**src/rtl/swac_pkg.sv**
```systemverilog
// ----------------------------------------------------------------------------
// swac_pkg: shared types and constants for the swept box collision classifier
// Widths of coordinates and times, hit codes, and request payload structs.
// ----------------------------------------------------------------------------
package swac_pkg;

  // coordinate and time formats
  localparam int COORD_WIDTH     = 24;
  localparam int COORD_FRAC_BITS = 8;
  localparam int TIME_FRAC_BITS  = 16;

  localparam int SIZE_W = COORD_WIDTH - 1;      // unsigned width/height
  localparam int VEL_W  = COORD_WIDTH + 1;      // velocity after truncation
  localparam int EXT_W  = COORD_WIDTH + 3;      // edge sums and gaps
  localparam int QB     = TIME_FRAC_BITS + 2;   // quotient bits per division
  localparam int TW     = TIME_FRAC_BITS + 3;   // signed time incl. infinities
  localparam int TU     = TIME_FRAC_BITS + 1;   // unsigned Q1 time

  localparam logic [TU-1:0]        TIME_ONE   = TU'(64'd1 << TIME_FRAC_BITS);
  localparam logic signed [TW-1:0] T_ONE      = TW'(64'd1 << TIME_FRAC_BITS);
  localparam logic signed [TW-1:0] T_POS_INF  = TW'(64'd1 << (TIME_FRAC_BITS + 1));
  localparam logic signed [TW-1:0] T_NEG_INF  = -T_POS_INF;
  localparam logic [QB:0]          T_SAT_MAG  = (QB+1)'((64'd1 << (TIME_FRAC_BITS + 1)) - 1);
  localparam logic [VEL_W-1:0]     VEL_KEEP   =
    ~(VEL_W'((64'd1 << COORD_FRAC_BITS) - 64'd1));

  // result codes
  localparam logic [2:0] HIT_NONE   = 3'd0;
  localparam logic [2:0] HIT_POS_X  = 3'd1;
  localparam logic [2:0] HIT_NEG_X  = 3'd2;
  localparam logic [2:0] HIT_POS_Y  = 3'd3;
  localparam logic [2:0] HIT_NEG_Y  = 3'd4;
  localparam logic [2:0] HIT_STATIC = 3'd5;

  typedef struct packed {
    logic                          func;
    logic                          restart;
    logic signed [COORD_WIDTH-1:0] mover_x;
    logic signed [COORD_WIDTH-1:0] mover_y;
    logic [SIZE_W-1:0]             mover_w;
    logic [SIZE_W-1:0]             mover_h;
    logic signed [COORD_WIDTH-1:0] mover_vx;
    logic signed [COORD_WIDTH-1:0] mover_vy;
    logic signed [COORD_WIDTH-1:0] block_x;
    logic signed [COORD_WIDTH-1:0] block_y;
    logic [SIZE_W-1:0]             block_w;
    logic [SIZE_W-1:0]             block_h;
  } in_t;

  typedef struct packed {
    logic [2:0]    hit_code;
    logic [TU-1:0] entry_time;
    logic [TU-1:0] earliest_time;
  } out_t;

endpackage

```
**src/rtl/swac_div.sv**
```systemverilog
// ----------------------------------------------------------------------------
// swac_div: radix-2 restoring divider for collision times
// Computes floor(num * 2^TIME_FRAC_BITS / den), saturated, one bit a cycle.
// ----------------------------------------------------------------------------
module swac_div (
  input  logic                             clk,
  input  logic                             rst,
  input  logic                             start,
  input  logic signed [swac_pkg::EXT_W-1:0] num,
  input  logic signed [swac_pkg::VEL_W-1:0] den,
  output logic                             done,
  output logic signed [swac_pkg::TW-1:0]   quot
);
  import swac_pkg::*;

  localparam int CNT_W = $clog2(QB);

  logic             busy;
  logic [CNT_W-1:0] cnt;
  logic [QB-1:0]    q;
  logic [QB-1:0]    sh;
  logic [VEL_W-1:0] r;
  logic [VEL_W-1:0] ad;
  logic             neg;
  logic             ovf;

  logic [EXT_W-1:0] an_c;
  logic [VEL_W-1:0] ad_c;
  logic             ovf_c;
  logic [VEL_W:0]   rs;
  logic [VEL_W:0]   diff;
  logic             ge;
  logic [QB:0]      c;
  logic [QB:0]      mag;

  // operand magnitudes; quotient of 2^QB or more saturates
  assign an_c  = num[EXT_W-1] ? EXT_W'(-num) : EXT_W'(num);
  assign ad_c  = den[VEL_W-1] ? VEL_W'(-den) : VEL_W'(den);
  assign ovf_c = {1'b0, an_c} >= (EXT_W+1)'({ad_c, 2'b00});

  // one restoring step
  assign rs   = {r, sh[QB-1]};
  assign diff = rs - {1'b0, ad};
  assign ge   = rs >= {1'b0, ad};

  // control
  always_ff @(posedge clk) begin
    if (rst) begin
      busy <= 1'b0;
      done <= 1'b0;
      cnt  <= '0;
    end else begin
      done <= 1'b0;
      if (start) begin
        busy <= 1'b1;
        cnt  <= '0;
      end else if (busy) begin
        cnt <= cnt + 1'b1;
        if (cnt == CNT_W'(QB - 1)) begin
          busy <= 1'b0;
          done <= 1'b1;
        end
      end
    end
  end

  // datapath
  always_ff @(posedge clk) begin
    if (start) begin
      r   <= VEL_W'(an_c >> 2);
      sh  <= {an_c[1:0], {TIME_FRAC_BITS{1'b0}}};
      q   <= '0;
      ad  <= ad_c;
      neg <= num[EXT_W-1] ^ den[VEL_W-1];
      ovf <= ovf_c;
    end else if (busy) begin
      r  <= ge ? VEL_W'(diff) : VEL_W'(rs);
      sh <= sh << 1;
      q  <= {q[QB-2:0], ge};
    end
  end

  // floor for negative quotients, then saturate
  assign c    = {1'b0, q} + (QB+1)'(neg && (r != '0));
  assign mag  = (ovf || c > T_SAT_MAG) ? T_SAT_MAG : c;
  assign quot = neg ? -$signed(mag) : $signed(mag);

endmodule

```
**src/rtl/swept_aabb_collision_classify_unit.sv**
```systemverilog
// ----------------------------------------------------------------------------
// swept_aabb_collision_classify_unit: swept box vs. block hit classifier
// Flow: truncate velocities, compute edges and gaps; only when the swept box
// overlaps the block do the four axis times go in turn through the shared divider
// (start, 18 quotient bits, done), and a zero velocity axis skips it; then decide.
// One request at a time; an output stall holds the next one back.
// Reset sets the earliest hit time to 1.0 and empties the output register.
// ----------------------------------------------------------------------------
module swept_aabb_collision_classify_unit (
  input  logic           clk,
  input  logic           rst,
  input  logic           in_valid,
  output logic           in_ready,
  input  swac_pkg::in_t  in_data,
  output logic           out_valid,
  input  logic           out_ready,
  output swac_pkg::out_t out_data
);
  import swac_pkg::*;

  typedef enum logic [6:0] {
    S_IDLE   = 7'b0000001,
    S_TRUNC  = 7'b0000010,
    S_PREP   = 7'b0000100,
    S_DIVS   = 7'b0001000,
    S_DWAIT  = 7'b0010000,
    S_DECIDE = 7'b0100000,
    S_OUT    = 7'b1000000
  } state_t;

  state_t state;

  in_t                     req;
  logic signed [VEL_W-1:0] vx, vy;
  logic signed [EXT_W-1:0] gap [4];
  logic signed [TW-1:0]    tm [4];
  logic                    vx_zero, vy_zero;
  logic                    swept_ov, static_ov;
  logic [1:0]              idx;
  logic [TU-1:0]           min_hit_time;
  logic [2:0]              res_code;
  logic [TU-1:0]           res_time;

  // ---- truncation of velocities in check mode
  logic signed [VEL_W-1:0] vx_e, vy_e, vx_tr, vy_tr;
  assign vx_e  = VEL_W'(req.mover_vx);
  assign vy_e  = VEL_W'(req.mover_vy);
  assign vx_tr = !req.func ? vx_e :
                 (vx_e >= 0 ? (vx_e & VEL_KEEP) : -((-vx_e) & VEL_KEEP));
  assign vy_tr = !req.func ? vy_e :
                 (vy_e >= 0 ? (vy_e & VEL_KEEP) : -((-vy_e) & VEL_KEEP));

  // ---- edges, swept box and gaps
  logic signed [EXT_W-1:0] x, y, w, h, bx, by, bw, bh, vxe, vye;
  logic signed [EXT_W-1:0] px, py, pw, ph;
  logic signed [EXT_W-1:0] gxe, gxx, gye, gyx;
  logic                    sw_ov_c, st_ov_c;

  assign x   = EXT_W'(req.mover_x);
  assign y   = EXT_W'(req.mover_y);
  assign w   = EXT_W'({1'b0, req.mover_w});
  assign h   = EXT_W'({1'b0, req.mover_h});
  assign bx  = EXT_W'(req.block_x);
  assign by  = EXT_W'(req.block_y);
  assign bw  = EXT_W'({1'b0, req.block_w});
  assign bh  = EXT_W'({1'b0, req.block_h});
  assign vxe = EXT_W'(vx);
  assign vye = EXT_W'(vy);

  assign px = (vx > 0) ? x : x + vxe;
  assign py = (vy > 0) ? y : y + vye;
  assign pw = (vx > 0) ? w + vxe : w - vxe;
  assign ph = (vy > 0) ? h + vye : h - vye;

  assign sw_ov_c = !((px + pw < bx) || (px > bx + bw) || (py + ph < by) || (py > by + bh));
  assign st_ov_c = !((x + w < bx) || (x > bx + bw) || (y + h < by) || (y > by + bh));

  assign gxe = (vx > 0) ? bx - (x + w) : (bx + bw) - x;
  assign gxx = (vx > 0) ? (bx + bw) - x : bx - (x + w);
  assign gye = (vy > 0) ? by - (y + h) : (by + bh) - y;
  assign gyx = (vy > 0) ? (by + bh) - y : by - (y + h);

  // ---- shared divider; idx 0/1 are x entry/exit, 2/3 y entry/exit
  logic                    div_start, div_done;
  logic signed [TW-1:0]    div_quot;
  logic                    axis_zero;

  assign axis_zero = idx[1] ? vy_zero : vx_zero;

  swac_div u_div (
    .clk   (clk),
    .rst   (rst),
    .start (div_start),
    .num   (gap[idx]),
    .den   (idx[1] ? vy : vx),
    .done  (div_done),
    .quot  (div_quot)
  );

  assign div_start = (state == S_DIVS) && !axis_zero;

  // ---- classification
  logic signed [TW-1:0] te, tx;
  logic                 hit, sw_hit;
  logic [2:0]           code_c;

  assign te     = (tm[0] > tm[2]) ? tm[0] : tm[2];
  assign tx     = (tm[1] < tm[3]) ? tm[1] : tm[3];
  assign hit    = !((te > tx) || (tm[0] < 0 && tm[2] < 0) || (tm[0] > T_ONE) || (tm[2] > T_ONE));
  assign sw_hit = swept_ov && hit && (te < T_ONE);

  always_comb begin
    if (sw_hit) begin
      if (tm[0] > tm[2]) code_c = gap[0][EXT_W-1] ? HIT_POS_X : HIT_NEG_X;
      else               code_c = gap[2][EXT_W-1] ? HIT_POS_Y : HIT_NEG_Y;
    end else if (swept_ov && static_ov) begin
      code_c = HIT_STATIC;
    end else begin
      code_c = HIT_NONE;
    end
  end

  assign in_ready = (state == S_IDLE);

  // ---- sequencer and control registers
  always_ff @(posedge clk) begin
    if (rst) begin
      state        <= S_IDLE;
      out_valid    <= 1'b0;
      min_hit_time <= TIME_ONE;
      idx          <= '0;
    end else begin
      if (state == S_OUT && (!out_valid || out_ready)) out_valid <= 1'b1;
      else if (out_ready) out_valid <= 1'b0;
      unique case (state)
        S_IDLE: begin
          if (in_valid) begin
            if (in_data.restart) min_hit_time <= TIME_ONE;
            state <= S_TRUNC;
          end
        end
        S_TRUNC: state <= S_PREP;
        S_PREP: begin
          idx   <= '0;
          state <= sw_ov_c ? S_DIVS : S_DECIDE;
        end
        S_DIVS: begin
          if (axis_zero) begin
            idx   <= idx + 1'b1;
            state <= (idx == 2'd3) ? S_DECIDE : S_DIVS;
          end else begin
            state <= S_DWAIT;
          end
        end
        S_DWAIT: begin
          if (div_done) begin
            idx   <= idx + 1'b1;
            state <= (idx == 2'd3) ? S_DECIDE : S_DIVS;
          end
        end
        S_DECIDE: begin
          if (sw_hit && !req.func && ($signed({1'b0, min_hit_time}) > te))
            min_hit_time <= TU'(te);
          state <= S_OUT;
        end
        S_OUT: begin
          if (!out_valid || out_ready) state <= S_IDLE;
        end
        default: state <= S_IDLE;
      endcase
    end
  end

  // ---- payload registers
  always_ff @(posedge clk) begin
    if (state == S_IDLE && in_valid) req <= in_data;
    if (state == S_TRUNC) begin
      vx      <= vx_tr;
      vy      <= vy_tr;
      vx_zero <= (vx_tr == '0);
      vy_zero <= (vy_tr == '0);
    end
    if (state == S_PREP) begin
      gap[0]    <= gxe;
      gap[1]    <= gxx;
      gap[2]    <= gye;
      gap[3]    <= gyx;
      swept_ov  <= sw_ov_c;
      static_ov <= st_ov_c;
    end
    if (state == S_DIVS && axis_zero) tm[idx] <= idx[0] ? T_POS_INF : T_NEG_INF;
    if (state == S_DWAIT && div_done) tm[idx] <= div_quot;
    if (state == S_DECIDE) begin
      res_code <= code_c;
      res_time <= sw_hit ? TU'(te) : TIME_ONE;
    end
    if (state == S_OUT && (!out_valid || out_ready)) begin
      out_data.hit_code      <= res_code;
      out_data.entry_time    <= res_time;
      out_data.earliest_time <= min_hit_time;
    end
  end

  // ---- checks
  a_min_range: assert property (@(posedge clk) disable iff (rst)
    min_hit_time <= TIME_ONE) else $error("earliest time above 1.0");

  a_restart: assert property (@(posedge clk) disable iff (rst)
    in_valid && in_ready && in_data.restart |=> min_hit_time == TIME_ONE)
    else $error("restart did not reset earliest time");

  a_code: assert property (@(posedge clk) disable iff (rst)
    out_valid |-> out_data.hit_code <= HIT_STATIC) else $error("bad hit code");

  a_div_done: assert property (@(posedge clk) disable iff (rst)
    div_done |-> state == S_DWAIT) else $error("divider done outside wait");

endmodule
```
**config.mk**
```make
export PLATFORM = sky130hd
export DESIGN_NAME = swept_aabb_collision_classify_unit
export DESIGN_NICKNAME = d
export VERILOG_FILES = /design/src/rtl/swac_pkg.sv /design/src/rtl/swac_div.sv /design/src/rtl/swept_aabb_collision_classify_unit.sv
export SDC_FILE = /design/constraint.sdc
export NUM_CORES = 2
export LEC_CHECK = 0
export BUFFER_PORTS_ARGS = -buffer_cell sky130_fd_sc_hd__buf_2
export CORE_ASPECT_RATIO = 1.5
export CORE_MARGIN = 2
export CORE_UTILIZATION = 46
export DETAILED_ROUTE_END_ITERATION = 8
export HOLD_SLACK_MARGIN = 0.12
export SYNTH_ARGS = -nofsm -noshare
export SYNTH_HDL_FRONTEND = slang
export SYNTH_SLANG_ARGS = --single-unit
```
**constraint.sdc**
```tcl
create_clock -name clk -period 16.7 [get_ports clk]
set_clock_uncertainty 0.1 [all_clocks]
set_input_delay 0.835 -clock clk [delete_from_list [all_inputs] [get_ports clk]]
set_output_delay 0.835 -clock clk [all_outputs]
set_load 0.02 [all_outputs]
```
==> summary.md <==
| Metric | Value |
|---|---|
| Num CTS Buffers | 60 |
| Synthesis Warnings | 0 |
| CTS sink cnt | 636 |
| Synth Area per Inst | 9.71 um^2 |
| 1st-iter DRT viols | 2218 |
| Detail Route Antenna Nets | 0 |
| Commonest non-fill, non-tap cell in the layout | ha_1 |
| Crit path kind | reg2reg |
| Vias per cell | 5.73 |
| Synth Flop Type | edfxtp_1 |
| Detailed Routing Iterations Pass 1 | 7 |
| RSZ-0062 raised after global routing | false |
| Row count | 147 |
| Die height | 406 um |
| # H-tree levels | 2 |
| Initial Util | 0.463 |
| VDD IR-drop max | 93.5 uV |
| IO Port Bufs | 280 |
| Initial antenna violation count | 0 |
| Arr. time, crit path | 10.47 ns |
| CTS root buf | clkbuf_16 |
| Synth top area share | 0.353 |
| Pwr dens | 103 nW/um^2 |
| Setup TNS | 0 ns |
| Slew HR | 0.111 |
| Worst-skew pair later-pin latency | 0.67 ns |
| Design Area, Final | 54500 um^2 |
| Final count of pins violating max slew | 0 |
| Tmin final | 10.01 ns |
| # fillers | 9934 |
| DRC viols | 0 |
| CP peak stage delay | 1.04 ns |
| Final-report hold violation count | 0 |
| CP max FO | 77 |
| Dpl hpwl | 128000 um |
| Post-Syn Area | 49500 um^2 |
| FMAX | 99.9 MHz |
| Critical path's slowest cell | a211oi_1 |
| Most frequent cells in the layout | 583 x ha_1, 582 x edfxtp_1, 392 x a21oi_1, 385 x nor2_1, 362 x inv_1 |
| Number of global-route vias before repair | 39018 |
| Post-CTS Hold Buffers | 0 |
| Register bit total from synthesis | 636 |
| Bufs on Longest Clock Path | 3 |
| Vias | 39150 |
| Top cells by area, synth | edfxtp_1 35%, ha_1 15%, xnor2_1 4.9%, a21oi_1 4.0%, xor2_1 3.2% |
| Final Total Pwr | 5.64 mW |
| CP Data Required Time | 17.16 ns |
| Core area | 107000 um^2 |
| First-pass GRT wire length | 229000 um |
| Measured slew at the worst slew-check pin | 1.33 ns |
| WL/cell | 22.6 um |
| Post-synthesis sequential area ratio | 0.375 |
| Synth area leader | edfxtp_1 |
| Die width | 272 um |
| Final WL | 155000 um |
| CTS tree | built |
| Share of cells above drive strength 1 | 0.104 |
| Cell variety after synth | 96 |
| Leakage power | 23.1 nW |
| Final setup viols | 0 |
| Dpl cell area | 52500 um^2 |
| Reg clk slew, reported paths | 0.07 ns |
| Post-synth EDFFs | 582 |
| Outcome | finished clean |
| Max-cap violations | 0 |
| P&R area growth vs syn | 10.2% |
| Fin crit share | 0.599 |
| Critical Path Source Type | flop |
| Largest net degree at the start of global routing | 89 |
| Gpl congestion | 0.969 |
| CP endpoint kind | flop |
| Top-Level Pins | 281 |
| Worst Hold Class | in2reg |
| Post-CTS setup buffer count | 0 |
| Syn_nets | 5935 |
| DIE AREA | 110000 um^2 |
| Post-cts resize count | 0 |
| Ys async rst share | 0 |
| Gr ovfl total | 0 |
| Nets | 6208 |
| Mapped Cells | 5095 |
| Total Routing Usage GR | 0.277 |
==> cells in the mapped netlist (all sizes together) (16+ instances only) <==
| master | n |
|---|---|
| nand2b | 70 |
| nand3 | 106 |
| nand4 | 65 |
| or4 | 27 |
| buf | 23 |
| o2bb2ai | 20 |
| xnor2 | 276 |
| and2 | 39 |
| o31ai | 38 |
| nor4 | 45 |
| mux4 | 25 |
| or3 | 32 |
| dfxtp | 54 |
| mux2 | 32 |
| a31oi | 42 |
| xor2 | 182 |
| nor2b | 87 |
| a211oi | 32 |
| nand3b | 16 |
| ha | 583 |
| nand2 | 362 |
| a21o | 177 |
| o21a | 68 |
| o21bai | 49 |
| clkbuf | 81 |
| edfxtp | 582 |
| and3 | 45 |
| inv | 362 |
| or2 | 27 |
| a21oi | 396 |
| o21ai | 302 |
| nor2 | 388 |
| nor3 | 117 |
| mux2i | 121 |
==> power by group <==
part | total [mW] | leakage (nW) | switching [mW] | internal, mW
logic | 2.34 | 16.3 | 1.40 | 0.940
clock network | 1.37 | 0.938 | 0.643 | 0.732
registers | 1.92 | 5.86 | 0.0717 | 1.85
==> routing by layer <==
layer,part of all wire,up-vias,GRT usage
li1,-,19300,-
met4,0.088,0,0.203
met5,0,-,0
met2,0.51,1039,0.517
met1,0.36,18428,0.282
met3,0.040,383,0.0318
==> path summary, 6_finish.rpt <==
kind                                  start                      to  slack (ns)  cells after the start
setup reg to reg            vy[1]$_DFFE_PP_   state[3]$_SDFFE_PP0P_        6.69                     39
hold reg to reg   res_time[9]$_SDFFCE_PN0N_  out_data[26]$_DFFE_PP_        0.32                      0
setup / recovery            vy[1]$_DFFE_PP_   state[3]$_SDFFE_PP0P_        6.69                     39
hold / removal                  in_data[58]        by[12]$_DFFE_PP_        0.23                      1
==> cells by family (layout without fill, tap and decap cells) <==
family	count (synthesis)	count (layout)	share of synthesized area
multiplexers	178	178	0.0432
XOR/XNOR	458	458	0.0811
buffers and inverters	467	788	0.0360
AO/OA/AOI/OAI	1291	1291	0.165
other	1	2	0.0000758
flip-flops	636	636	0.375
AND/OR/NAND/NOR	1466	1466	0.146
adder cells (fa/ha/maj)	598	598	0.154
==> worst max-delay path, delay by kind of cell (launching register included) <==
family	cells	cell delay (ns)
flops	1	0.50
buf+inv	4	0.98
compound gates	17	4.63
fa+ha+maj	4	1.14
xor+xnor	3	0.40
simple gates	11	2.14
==> per-stage QoR <==
stage	hold slack, ns	utilization	cells	setup WS (ns)
5_1_grt	0.194	0.510	6831	5.96
3_5_place_dp	0.306	0.492	6721	6.71
6_report	0.232	0.510	6832	6.69
2_1_floorplan	0.300	-	5095	7.36
3_3_place_gp	0.301	0.492	6721	6.76
4_1_cts	0.184	0.510	6831	6.66
==> registers in the layout (all words and copies together) (netlist names), 17 cells and up, named ones only <==
register / cells
req: 120
gap: 104
tm: 76
out_data: 37
u_div.ad: 25
u_div.r: 25
vx: 25
vy: 25
bx: 24
by: 24
bh: 23
bw: 23
h: 23
u_div.q: 18
min_hit_time: 17
res_time: 17
==> cell type report <==
type                            instances  area [um^2]  share of cell area
Antenna cell                            1         2.50           0.0000459
Clock buffer                           66         1520              0.0280
Clock inverter                         44          439             0.00806
Inverter                              363         1360              0.0250
Multi-Input combinational cell       3992        29200               0.535
Sequential cell                       636        18600               0.341
Tap cell                             1415         1770              0.0325
Timing Repair Buffer                  315         1660              0.0305
No activity file was read; power rests on OpenSTA's default activity.
